**src/hw/rtl/imd_pkg.sv**
```systemverilog
// ----------------------------------------------------------------------------
// imd_pkg
// Shared constants and types of the integer multiply / divide unit.
// ----------------------------------------------------------------------------
`default_nettype none

package imd_pkg;

    // default operand width
    localparam int DATA_WIDTH_DEF = 32;

    // operation codes
    localparam int FUNC_W = 3;
    localparam logic [FUNC_W-1:0] FUNC_MUL  = 3'd0;
    localparam logic [FUNC_W-1:0] FUNC_UDIV = 3'd1;
    localparam logic [FUNC_W-1:0] FUNC_UREM = 3'd2;
    localparam logic [FUNC_W-1:0] FUNC_SDIV = 3'd3;
    localparam logic [FUNC_W-1:0] FUNC_SREM = 3'd4;

    // controller states, one-hot
    typedef enum logic [2:0] {
        ST_IDLE = 3'b001,
        ST_RUN  = 3'b010,
        ST_DONE = 3'b100
    } imd_state_t;

    // commands from controller to datapath
    typedef struct packed {
        logic load;   // capture a new item
        logic step;   // one shift-add / restoring step
        logic store;  // write the finished result to the output register
    } imd_cmd_t;

    // status from datapath to controller
    typedef struct packed {
        logic last_step;  // the current step is the final one
    } imd_status_t;

endpackage

`default_nettype wire

```
**src/hw/rtl/imd_datapath.sv**
```systemverilog
// ----------------------------------------------------------------------------
// imd_datapath
// Operand, accumulator and quotient registers with one shared step unit:
// shift-add for multiply, restoring subtract for divide.
// ----------------------------------------------------------------------------
`default_nettype none

module imd_datapath #(
    parameter int DATA_WIDTH = imd_pkg::DATA_WIDTH_DEF
) (
    input  wire                          clk,
    input  wire                          rst_n,
    input  imd_pkg::imd_cmd_t            cmd,
    output imd_pkg::imd_status_t         status,
    input  wire [imd_pkg::FUNC_W-1:0]    in_func,
    input  wire [DATA_WIDTH-1:0]         in_a,
    input  wire [DATA_WIDTH-1:0]         in_b,
    output logic [DATA_WIDTH-1:0]        result
);

    import imd_pkg::*;

    localparam int CNT_W = $clog2(DATA_WIDTH);

    logic [CNT_W-1:0]      cnt_reg, cnt_next;
    logic [FUNC_W-1:0]     func_reg;
    logic [DATA_WIDTH-1:0] a_reg, a_next;      // multiplicand, or dividend / quotient
    logic [DATA_WIDTH-1:0] b_reg, b_next;      // multiplier or divisor
    logic [DATA_WIDTH-1:0] acc_reg, acc_next;  // product or partial remainder
    logic                  neg_q_reg, neg_r_reg;
    logic [DATA_WIDTH-1:0] result_reg, result_next;

    logic                  in_signed;
    logic                  in_na, in_nb;
    logic [DATA_WIDTH-1:0] a_load, b_load;
    logic [DATA_WIDTH-1:0] shifted, diff, sum;
    logic                  carry, ge;

    // operand magnitudes for the signed forms
    always_comb
    begin
        in_signed = in_func inside {FUNC_SDIV, FUNC_SREM};
        in_na     = in_a[DATA_WIDTH-1];
        in_nb     = in_b[DATA_WIDTH-1];
        a_load    = (in_signed && in_na) ? ({DATA_WIDTH{1'b0}} - in_a) : in_a;
        b_load    = (in_signed && in_nb) ? ({DATA_WIDTH{1'b0}} - in_b) : in_b;
    end

    // shared step unit
    always_comb
    begin
        carry   = acc_reg[DATA_WIDTH-1];
        shifted = {acc_reg[DATA_WIDTH-2:0], a_reg[DATA_WIDTH-1]};
        diff    = shifted - b_reg;
        ge      = carry || (shifted >= b_reg);
        sum     = acc_reg + a_reg;

        if (func_reg == FUNC_MUL)
        begin
            acc_next = b_reg[0] ? sum : acc_reg;
            a_next   = {a_reg[DATA_WIDTH-2:0], 1'b0};
            b_next   = {1'b0, b_reg[DATA_WIDTH-1:1]};
        end
        else
        begin
            acc_next = ge ? diff : shifted;
            a_next   = {a_reg[DATA_WIDTH-2:0], ge};
            b_next   = b_reg;
        end
    end

    // final sign fix and result select
    always_comb
    begin
        case (func_reg)
            FUNC_MUL:  result_next = acc_reg;
            FUNC_UDIV: result_next = a_reg;
            FUNC_UREM: result_next = acc_reg;
            FUNC_SDIV: result_next = neg_q_reg ? ({DATA_WIDTH{1'b0}} - a_reg) : a_reg;
            FUNC_SREM: result_next = neg_r_reg ? ({DATA_WIDTH{1'b0}} - acc_reg) : acc_reg;
            default:   result_next = '0;
        endcase
    end

    // step counter
    always_comb
    begin
        cnt_next = cnt_reg;
        if (cmd.load)
            cnt_next = CNT_W'(DATA_WIDTH - 1);
        else if (cmd.step)
            cnt_next = cnt_reg - CNT_W'(1);
    end

    always_ff @(posedge clk or negedge rst_n)
    begin
        if (!rst_n)
            cnt_reg <= '0;
        else
            cnt_reg <= cnt_next;
    end

    // payload registers
    always_ff @(posedge clk)
    begin
        if (cmd.load)
        begin
            func_reg  <= in_func;
            a_reg     <= a_load;
            b_reg     <= b_load;
            acc_reg   <= '0;
            neg_q_reg <= in_na ^ in_nb;
            neg_r_reg <= in_na;
        end
        else if (cmd.step)
        begin
            a_reg   <= a_next;
            b_reg   <= b_next;
            acc_reg <= acc_next;
        end
        if (cmd.store)
            result_reg <= result_next;
    end

    assign status.last_step = (cnt_reg == '0);
    assign result           = result_reg;

endmodule

`default_nettype wire

```
**src/hw/rtl/imd_ctrl.sv**
```systemverilog
// ----------------------------------------------------------------------------
// imd_ctrl
// Sequencer of the multiply / divide unit: takes an item, runs the step
// unit once per operand bit, then hands the result to the output register.
// ----------------------------------------------------------------------------
`default_nettype none

module imd_ctrl (
    input  wire                   clk,
    input  wire                   rst_n,
    input  wire                   in_valid,
    output logic                  in_ready,
    output logic                  out_valid,
    input  wire                   out_ready,
    output imd_pkg::imd_cmd_t     cmd,
    input  imd_pkg::imd_status_t  status
);

    import imd_pkg::*;

    imd_state_t state_reg, state_next;
    logic       out_valid_reg, out_valid_next;

    // next state and commands
    always_comb
    begin
        state_next     = state_reg;
        cmd            = '0;
        in_ready       = 1'b0;
        out_valid_next = out_valid_reg && !out_ready;
        case (state_reg)
            ST_IDLE:
            begin
                in_ready = 1'b1;
                if (in_valid)
                begin
                    cmd.load   = 1'b1;
                    state_next = ST_RUN;
                end
            end
            ST_RUN:
            begin
                cmd.step = 1'b1;
                if (status.last_step)
                    state_next = ST_DONE;
            end
            ST_DONE:
            begin
                // wait until the output register is free
                if (!out_valid_reg || out_ready)
                begin
                    cmd.store      = 1'b1;
                    out_valid_next = 1'b1;
                    state_next     = ST_IDLE;
                end
            end
            default:
            begin
                state_next = ST_IDLE;
            end
        endcase
    end

    always_ff @(posedge clk or negedge rst_n)
    begin
        if (!rst_n)
        begin
            state_reg     <= ST_IDLE;
            out_valid_reg <= 1'b0;
        end
        else
        begin
            state_reg     <= state_next;
            out_valid_reg <= out_valid_next;
        end
    end

    assign out_valid = out_valid_reg;

endmodule

`default_nettype wire

```
**src/hw/rtl/integer_mul_div_unit.sv**
```systemverilog
// Sequence: an accepted item is loaded, stepped once per operand bit, then stored in
//   the output register; the store waits only while a previous result is still waiting at the output.
// Occupancy: one item at a time; a new item is taken only once the current result is stored,
//   as the single shared step unit handles one operand bit per cycle.
// Reset: rst_n asynchronous, active low; clears controller state, step counter
//   and output valid. Data registers are not reset.
// ----------------------------------------------------------------------------
// integer_mul_div_unit
// DATA_WIDTH-bit (32 by default) integer unit: shift-add multiply and restoring divide / modulo,
// unsigned and signed, on a stream interface.
// ----------------------------------------------------------------------------
`default_nettype none

module integer_mul_div_unit #(
    parameter int DATA_WIDTH = imd_pkg::DATA_WIDTH_DEF
) (
    input  wire                                       clk,
    input  wire                                       rst_n,
    input  wire                                       s_axis_tvalid,
    output logic                                      s_axis_tready,
    // func[2:0], operand_a, operand_b, zero pad
    input  wire [((2*DATA_WIDTH+imd_pkg::FUNC_W+7)/8)*8-1:0] s_axis_tdata,
    output logic                                      m_axis_tvalid,
    input  wire                                       m_axis_tready,
    // result, zero pad
    output logic [((DATA_WIDTH+7)/8)*8-1:0]           m_axis_tdata
);

    import imd_pkg::*;

    localparam int OUT_TDATA_W = ((DATA_WIDTH + 7) / 8) * 8;

    imd_cmd_t              cmd;
    imd_status_t           status;
    logic [FUNC_W-1:0]     in_func;
    logic [DATA_WIDTH-1:0] in_a, in_b;
    logic [DATA_WIDTH-1:0] result;

    // unpack the input transfer
    assign in_func = s_axis_tdata[FUNC_W-1:0];
    assign in_a    = s_axis_tdata[FUNC_W +: DATA_WIDTH];
    assign in_b    = s_axis_tdata[FUNC_W + DATA_WIDTH +: DATA_WIDTH];

    imd_ctrl u_ctrl (
        .clk       (clk),
        .rst_n     (rst_n),
        .in_valid  (s_axis_tvalid),
        .in_ready  (s_axis_tready),
        .out_valid (m_axis_tvalid),
        .out_ready (m_axis_tready),
        .cmd       (cmd),
        .status    (status)
    );

    imd_datapath #(
        .DATA_WIDTH (DATA_WIDTH)
    ) u_datapath (
        .clk     (clk),
        .rst_n   (rst_n),
        .cmd     (cmd),
        .status  (status),
        .in_func (in_func),
        .in_a    (in_a),
        .in_b    (in_b),
        .result  (result)
    );

    // pack the output transfer
    assign m_axis_tdata = OUT_TDATA_W'(result);

endmodule

`default_nettype wire

```
**config.mk**
```make
export PLATFORM = sky130hd
export DESIGN_NAME = integer_mul_div_unit
export DESIGN_NICKNAME = d
export VERILOG_FILES = /design/src/hw/rtl/imd_pkg.sv /design/src/hw/rtl/imd_datapath.sv /design/src/hw/rtl/imd_ctrl.sv /design/src/hw/rtl/integer_mul_div_unit.sv
export SDC_FILE = /design/constraint.sdc
export NUM_CORES = 1
export LEC_CHECK = 0
export BUFFER_PORTS_ARGS = -buffer_cell sky130_fd_sc_hd__buf_4
export CORE_MARGIN = 5
export CORE_UTILIZATION = 43
export DETAILED_ROUTE_END_ITERATION = 16
export MAX_ROUTING_LAYER = met4
export PLACE_DENSITY = 0.68
export SLEW_MARGIN = 10
export SYNTH_ARGS = -nofsm -noshare
export SYNTH_HDL_FRONTEND = slang
export SYNTH_HIERARCHICAL = 1
export SYNTH_SLANG_ARGS = --single-unit
```
**constraint.sdc**
```tcl
create_clock -name clk -period 7.6 [get_ports clk]
set_input_delay 1.14 -clock clk [delete_from_list [all_inputs] [get_ports clk]]
set_output_delay 1.14 -clock clk [all_outputs]
set_load 0.05 [all_outputs]
```
==> Yosys cells after proc, flatten, opt, wreduce, memory -nomap -nowiden <==
Index checks and enable logic that the tools add are counted.
W data, S select, Z words.
{ "totals": {"reg_bits": 142, "inputBits": 76, "out_inout_bits": 34, "wordCells": 76} }
{ "classes": {"n_addsub": 7, "n_lt_le_gt_ge": 1, "eq_ne": 13, "mux": 28, "n_bitwise": 1, "n_reduce_logical": 16} }
{ "ops": {"columns": ["op", "n"], "rows": [
  ["$mux W32", 12],
  ["$pmux W32 S4", 1],
  ["$sub A1 B32 Y32 const A", 4],
  ["$add A32 B32 Y32", 1],
  ["$ge A32 B32 Y1", 1],
  ["$sub A32 B32 Y32", 1],
  ["$eq A3 B2 Y1 const B", 4],
  ["$mux W5", 2],
  ["$eq A3 B3 Y1 const B", 3],
  ["$mux W1", 9],
  ["$mux W3", 3],
  ["$pmux W3 S3", 1],
  ["$eq A3 B1 Y1 const B", 2],
  ["$reduce_bool A2 Y1", 3],
  ["$logic_not A5 Y1", 1],
  ["$sub A5 B1 Y5 const B", 1],
  ["$ne A2 B1 Y1 const B", 2],
  ["$ne A2 B2 Y1 const B", 2],
  ["$reduce_and A2 Y1", 2],
  ["$logic_and A1 B1 Y1", 3],
  ["$logic_not A3 Y1", 1],
  ["$reduce_and A3 Y1", 1],
  ["$logic_not A1 Y1", 2],
  ["$logic_or A1 B1 Y1", 2],
  ["other kinds (2)", 2]
]} }

==> Longest topological paths before layout <==
Gate-level depths: netlist (run 1).
{ "depth": {"depth_word": 5, "mapped_depth": 14, "mapped_depth_nobuf": 12} }

==> Hierarchy <==
The synthesis (run 1) kept the hierarchy.
{ "by_module_without_submodules": {"columns": ["mod", "n_inst", "cells_per_inst", "area_each_um2", "seq_area_each_um2"], "rows": [
  ["imd_datapath", 1, 1523, 12360.6, 3798.6],
  ["imd_ctrl", 1, 21, 231.5, 101.3]
]} }

==> Worst setup path before layout (run 1) <==
OpenSTA, ideal clock, no wires.
{ "synth_timing": {"kind": "in2reg", "start": "in s_axis_tvalid", "end": "reg u_datapath.b_reg[0] (enable)", "setup_time_ps": 388, "arrival_ps": 3035, "required_time_ps": 7212, "path_slack_ps": 4177, "stages": 5, "n_path_buf": 3, "path_cell_list": "and4bb_2 > clkbuf_1 > clkbuf_1 > clkbuf_1 > a21o_1"} }
{ "synth_between": {"elab_chain_len": 4, "word_cells_on_any_way": 5, "classes_between": "mux (2); reduce/logical (3)"} }
{ "synth_lines": {"columns": ["item", "line_no", "rtl"], "rows": [
  ["start, declared", "integer_mul_div_unit.sv:19", "input wire s_axis_tvalid,"],
  ["$mux W1 *", "imd_ctrl.sv:35", "if (in_valid)"],
  ["$mux W1 *", "imd_ctrl.sv:31", "case (state_reg)"],
  ["$reduce_bool A2 Y1 (no source line)", null, null],
  ["$reduce_and A2 Y1 (no source line) *", null, null],
  ["end signal, assigned", "imd_datapath.sv:110", "b_reg <= b_load;"],
  ["end signal, assigned", "imd_datapath.sv:118", "b_reg <= b_next;"],
  ["end, declared", "imd_datapath.sv:28", "logic [DATA_WIDTH-1:0] b_reg, b_next;"]
]} }
Mark *: on every way between the ends. The rest lies on a longest branch, timed or not.
A chain may end at the register's enable or synchronous reset.

==> Worst setup path after layout (run 1) <==
{ "layout_timing": {"start": "reg u_datapath.a_reg[31]", "end": "reg u_datapath.acc_reg[2]"} }
{ "layout_between": {"elab_chain_len": 4, "word_cells_on_any_way": 5, "classes_between": "add/sub (1); order compare (1); mux (2); reduce/logical (1)"} }
{ "layout_lines": {"columns": ["item", "line_no", "rtl"], "rows": [
  ["start, declared", "imd_datapath.sv:27", "logic [DATA_WIDTH-1:0] a_reg, a_next;"],
  ["start signal, assigned", "imd_datapath.sv:109", "a_reg <= a_load;"],
  ["start signal, assigned", "imd_datapath.sv:117", "a_reg <= a_next;"],
  ["$ge A32 B32 Y1", "imd_datapath.sv:55", "ge = carry || (shifted >= b_reg);"],
  ["$logic_or A1 B1 Y1", "imd_datapath.sv:55", null],
  ["$mux W32 *", "imd_datapath.sv:66", "acc_next = ge ? diff : shifted;"],
  ["$mux W32 *", "imd_datapath.sv:58", "if (func_reg == FUNC_MUL)"],
  ["end signal, assigned", "imd_datapath.sv:119", "acc_reg <= acc_next;"],
  ["end, declared", "imd_datapath.sv:29", "logic [DATA_WIDTH-1:0] acc_reg, acc_next;"]
]} }
Marked as above.

==> results of run 1 <==
[area by class of cell]
type                            count  area [µm²]
Fill cell                        2774       14540
Multi-Input combinational cell   1255        8143
Sequential cell                   142        3900
Timing Repair Buffer              117       878.3
Tap cell                          384       480.5
Clock buffer                       19       432.9
Inverter                           63       236.5
Clock inverter                     13       166.4
[per-layer routing]
layer | up-vias | GRT usage, % | part of all wire [%]
met3 | 70 | 3.197 | 5.0
li1 | 5823 | - | -
met2 | 366 | 35.87 | 48
met1 | 5818 | 28.03 | 44
met4 | 0 | 7.625 | 3.2
met5 | - | - | 0
[final timing paths]
| check | start | to | slack (ps) | depth (start not counted) |
|---|---|---|---|---|
| min | rst_n | u_ctrl/out_valid | 520 | 1 |
| max | u_datapath/a_reg[31] | u_datapath/acc_reg[2] | 3240 | 12 |
| max in group asynchronous | rst_n | u_ctrl/state_reg[0] | 6870 | 1 |
| max reg2reg | u_datapath/a_reg[31] | u_datapath/acc_reg[2] | 3240 | 12 |
| min in group clk | u_ctrl/state_reg[2] | u_ctrl/state_reg[1] | 530 | 1 |
| min reg2reg | u_ctrl/state_reg[2] | u_ctrl/state_reg[1] | 530 | 1 |
[kinds of logic after synthesis]
logic type                 synth area share (%)
buffers and inverters                     4.481
DFF                                       30.97
muxes                                     1.659
and+or+nand+nor                           19.47
AOI/OAI and AO/OA                         26.51
adders and majority gates                 7.174
xor gates and xnor gates                  9.738
[power by group through the flow]
stage	combinational [W]	sequential [W]	clock, W
after floorplan	0.00268	0.00141	0
after global placement	0.00330	0.00158	0
after detailed placement	0.00335	0.00158	0
after CTS	0.00338	0.00157	0.000885
after global routing	0.00378	0.00160	0.000924
final	0.00342	0.00157	0.000876
[cell usage after synthesis, types with 9 or more instances]
cell,count
nor2_1,200
a21oi_1,160
nand2_1,106
edfxtp_1,101
o21ai_0,77
clkbuf_1,74
xor2_1,71
ha_1,69
xnor2_1,69
inv_1,63
a21o_1,42
nor3_1,34
dfxtp_1,32
o31ai_1,24
o22ai_1,23
nand3_1,21
a22oi_1,20
a31oi_1,20
nor4_1,18
o21a_1,18
or3_1,18
a211oi_1,16
nand2b_1,14
and3_1,13
mux2i_1,13
and2_1,12
nand4_1,12
o21bai_1,12
or4_1,12
a221o_1,11
o211ai_1,11
or2_2,11
nor2b_1,10
o31a_1,9
[stage by stage]
stage | total power [W] | cells | utilization, % | hold WS [ps] | cell area [µm²]
after floorplan | 0.004089 | 1544 | - | 469.4 | 12590
after global placement | 0.004880 | 1961 | 47.39 | 494.4 | 13640
after detailed placement | 0.004931 | 1961 | 47.39 | 522.0 | 13640
after CTS | 0.005833 | 1993 | 49.47 | 508.0 | 14240
after global routing | 0.006304 | 1993 | 49.47 | 511.8 | 14240
final | 0.005862 | 1993 | 49.47 | 518.2 | 14240
[placed cells by master (no fill, tap or decap), types with 11 or more instances in the layout]
cell type / n
a22oi_1: 20
or3_1: 18
nor4_1: 18
nand2b_1: 14
nand4_1: 12
a31oi_1: 20
nand3_1: 21
buf_4: 117
clkbuf_16: 17
o31ai_1: 24
nand2_1: 106
inv_1: 63
o21ai_0: 75
or4_1: 12
or2_2: 11
a21o_1: 42
dfxtp_1: 32
xor2_1: 71
o21bai_1: 12
o22ai_1: 23
and2_1: 12
edfxtp_1: 101
ha_1: 69
a21oi_1: 160
nor2_1: 200
and3_1: 13
a221o_1: 11
o211ai_1: 11
nor3_1: 34
o21a_1: 18
mux2i_1: 13
a211oi_1: 16
xnor2_1: 69
[worst max-delay path, cell delays in order (launching register included)]
cell,delay (ps)
edfxtp_1,410
inv_1,280
ha_1,250
fa_1,220
nor2b_1,70
o31a_1,290
o31ai_1,560
a21oi_1,190
o31ai_2,580
and2_1,810
a211oi_1,180
a211o_1,310
a21oi_1,130
==> results.sh, run 1 <==
export IMPL_status="finished, final reports clean"
export IMPL_firstDrtPassIters=5
export IMPL_cts_resized=0
export IMPL_grtUsageTotal_pct=21.99
export IMPL_ctsHoldBuffers=0
export IMPL_hold_viol=0
export IMPL_tightest_slew_ps=1120
export IMPL_drive_above_1_share_pct=11.31
export IMPL_synth_area_leaders="edfxtp_1 (24%), ha_1 (6.9%), a21oi_1 (6.4%)"
export IMPL_synth_nets=1691
export IMPL_routed_wl_um=36780
export IMPL_clock_sinks=142
export IMPL_post_dp_hpwl_um=28070
export IMPL_ys_ff_latch=142
export IMPL_nets=1743
export IMPL_power_leakage_nw=5.680
export IMPL_maxCapViolCount=0
export IMPL_setup_tns_ps=0
export IMPL_power_density_nw_per_um2=411.7
export IMPL_die_height_um=181.1
export IMPL_yosys_area_top_type_share_pct=24.09
export IMPL_synth_seq_area_share_pct=30.97
export IMPL_fin_ws_ps=3237
export IMPL_pwr_share_clk_pct=14.9
export IMPL_grt_max_degree=74
export IMPL_min_period_over_period_pct=57.40
export IMPL_cp_required_ps=7960
export IMPL_cts_tree="yes"
export IMPL_ys_types=79
export IMPL_peakVddDrop_mv=0.1829
export IMPL_antenna_left=0
export IMPL_fmax_mhz=229.2
export IMPL_synth_cells=1544
export IMPL_chipWidth_um=181.1
export IMPL_cts_root_buf="clkbuf_16"
export IMPL_clk_pin_slew_ps=70
export IMPL_synth_edf_count=101
export IMPL_postCtsSetupRepairBufs=0
export IMPL_p_seq_share_pct=26.8
export IMPL_gp_congestion=0.9698
export IMPL_rows=62
export IMPL_rsz0062_at_grt="false"
export IMPL_fin_worst_skew_ps=11.97
export IMPL_htree_levels=4
export IMPL_drcViolationCount=0
export IMPL_switching_share_pct=47.36
export IMPL_syn_avg_cell_area_um2=8.155
export IMPL_portBuffers=104
export IMPL_ios=110
export IMPL_slew_violations=0
export IMPL_crit_type="reg2reg"
export IMPL_synth_warnings=6
export IMPL_first_global_vias=11215
export IMPL_ys_flop_type="edfxtp_1"
export IMPL_routed_via_density=6.060
export IMPL_min_period_ps=4363
export IMPL_timing_critical_path_fanout_max=24
export IMPL_dpl_worst_slack_ps=3314
export IMPL_start_util_pct=43.75
export IMPL_cp_arrival_ps=4720
export IMPL_p_sw_w=0.002776
export IMPL_setup_viol=0
export IMPL_grt_antenna_before_repair=0
export IMPL_antenna_diode_count=0
export IMPL_setup_worst_path_start_class="flip-flop"
export IMPL_power_internal_w=0.003086
export IMPL_synthArstFlopShare_pct=6.338
export IMPL_globalRouteOverflowTotal=0
export IMPL_drtIter0Drc=1169
export IMPL_die_area_um2=32810
export IMPL_grt_pass1_wl_um=58020
export IMPL_end_kind="flip-flop"
export IMPL_vias=12077
export IMPL_cts_buffer_depth=2
export IMPL_area_delta_synth_final_pct=13.07
export IMPL_p_comb_share_pct=58.3
export IMPL_core_um2=28780
export IMPL_syn_area_um2=12590
export IMPL_clkLatencyLatePin_ps=430
export IMPL_slew_headroom_pct=25.35
export IMPL_worstHoldPathType="in2async"
export IMPL_avgRoutedWirePerCell_um=18.45
export IMPL_yosysTopAreaCell="edfxtp_1"
export IMPL_cts_made_buffers=17
Note: power is estimated with default switching activity, not from simulation.
==> inputs of run 2 (changes only) <==
Clock period 7.6 ns to 4.3 ns, I/O delays scaled along.
==> results.sh, run 2 (synthesis results as in run 1) <==
export IMPL_power_density_nw_per_um2=731.2
export IMPL_peakVddDrop_mv=0.3501
export IMPL_drive_above_1_share_pct=12.57
export IMPL_dpl_worst_slack_ps=635.7
export IMPL_ctsHoldBuffers=0
export IMPL_cts_made_buffers=17
export IMPL_die_height_um=181.1
export IMPL_chipWidth_um=181.1
export IMPL_postCtsSetupRepairBufs=0
export IMPL_htree_levels=4
export IMPL_setup_worst_path_start_class="flip-flop"
export IMPL_status="finished, final reports clean"
export IMPL_fin_util_pct=50.10
export IMPL_cpMostUsedCell="nor4_1"
export IMPL_drcViolationCount=0
export IMPL_startpoint="u_datapath/acc_reg[16]"
export IMPL_r2r_setup_slack_ps=510
export IMPL_crit_type="reg2reg"
export IMPL_rsz0062_at_grt="false"
export IMPL_timing_rr_start="u_datapath/acc_reg[16]"
export IMPL_gp_congestion=0.9434
export IMPL_final_common_cell="nor2_1"
export IMPL_regArea_um2=3900
export IMPL_power_leakage_nw=5.793
export IMPL_slew_headroom_pct=24.76
export IMPL_cp_endpoint="u_datapath/acc_reg[27]"
export IMPL_min_period_ps=3787
export IMPL_start_util_pct=43.75
export IMPL_antenna_left=0
export IMPL_clkLatencyLatePin_ps=430
export IMPL_r2r_worst_path_cells=10
export IMPL_post_dp_hpwl_um=28580
export IMPL_antenna_diode_count=0
export IMPL_clock_sinks=142
export IMPL_setup_tns_ps=0
export IMPL_reg2reg_to="u_datapath/acc_reg[27]"
export IMPL_setup_viol=0
export IMPL_placed_area_um2=13820
export IMPL_routed_via_density=6.005
export IMPL_portBuffers=104
export IMPL_vias=12101
export IMPL_grt_pass1_wl_um=58550
export IMPL_first_global_vias=11427
export IMPL_totalPowerFinal_w=0.01054
export IMPL_n_fill_cell=2742
export IMPL_drtIter0Drc=1123
export IMPL_worstHoldPathType="in2async"
export IMPL_fmax_mhz=264.1
export IMPL_cp_arrival_ps=4080
export IMPL_ios=110
export IMPL_fin_worst_skew_ps=13.56
export IMPL_area_delta_synth_final_pct=14.52
export IMPL_core_um2=28780
export IMPL_grt_max_degree=64
export IMPL_avgRoutedWirePerCell_um=18.51
export IMPL_maxCapViolCount=0
export IMPL_end_kind="flip-flop"
export IMPL_slew_violations=0
export IMPL_cts_root_buf="clkbuf_16"
export IMPL_routed_wl_um=37300
export IMPL_cp_required_ps=4590
export IMPL_grtUsageTotal_pct=22.16
export IMPL_worstPathCellList="ha_1 > nand4_1 > or4_1 > a311oi_1 > nor4_1 > o31ai_1 > xnor2_1 > nor2_1 > a2111oi_0 > nor4_1"
export IMPL_final_cell_mix="nor2_1 (200), a21oi_1 (160), buf_4 (139), nand2_1 (106), edfxtp_1 (101)"
export IMPL_nets=1766
export IMPL_rows=62
export IMPL_tightest_slew_ps=1126
export IMPL_slowest_delay_ps=660
export IMPL_firstDrtPassIters=6
export IMPL_fin_ws_ps=513.4
export IMPL_hold_viol=0
export IMPL_cts_buffer_depth=2
export IMPL_cts_resized=0
export IMPL_min_period_over_period_pct=88.06
export IMPL_timing_critical_path_fanout_max=10
export IMPL_critical_path_slowest_cell="a311oi_1"
export IMPL_grt_antenna_before_repair=0
export IMPL_die_area_um2=32810
export IMPL_globalRouteOverflowTotal=0
export IMPL_multi_input_area_um2=8143
export IMPL_fin_area_um2=14420
export IMPL_clk_pin_slew_ps=60
export IMPL_cts_tree="yes"
## run 2: worst max-delay path: cells and delay by family, from the launching register on
family                   cells  cell delay, ps
XOR/XNOR                     1             180
AO/OA/AOI/OAI                3            1460
AND/OR/NAND/NOR              5            1090
flip-flops                   1             430
adder cells (fa/ha/maj)      1             490
## run 2: report_power, final
group / switching [W] / leakage [nW] / total (W) / internal, W
sequential: 0.000591 / 1.30 / 0.00267 / 0.00208
clock: 0.000642 / 0.276 / 0.00156 / 0.000916
combinational: 0.00373 / 4.22 / 0.00631 / 0.00258
## run 2: layout make-up
cell class	count	share of cell area, %
multi-input cells	1255	56.47
flip-flops and latches	142	27.05
repair buffers	140	7.375
well taps	384	3.332
clock buffers	19	3.002
inverters	63	1.640
clock inverters	12	1.137
## run 2: worst min-delay path by stage
stage	from	to	slack, ps	cells past startpoint
after global placement	rst_n	u_datapath/cnt_reg[1]	480	1
final	rst_n	u_ctrl/out_valid	30	1
after detailed placement	rst_n	u_datapath/cnt_reg[4]	480	1
after CTS	rst_n	u_ctrl/out_valid	20	1
after global routing	rst_n	u_ctrl/out_valid	20	1
after floorplan	rst_n	u_ctrl/out_valid	350	0
## run 2: layer usage
metal  vias to the layer above  global-route usage, %  wire [µm]  share of wire (%)
met2                       398                  37.24      18230                 49
met4                         0                  5.824        739                2.0
met1                      5787                  27.98      16420                 44
li1                       5864                      -          -                  -
met3                        52                  3.398       1907                5.1
met5                         -                      -          0                  0
## run 2: metrics by stage
step	cells	hold slack [ps]
2_1_floorplan	1544	349.4
3_3_place_gp	1984	475.7
3_5_place_dp	1984	476.8
4_1_cts	2015	21.80
5_1_grt	2015	23.36
6_report	2015	29.63
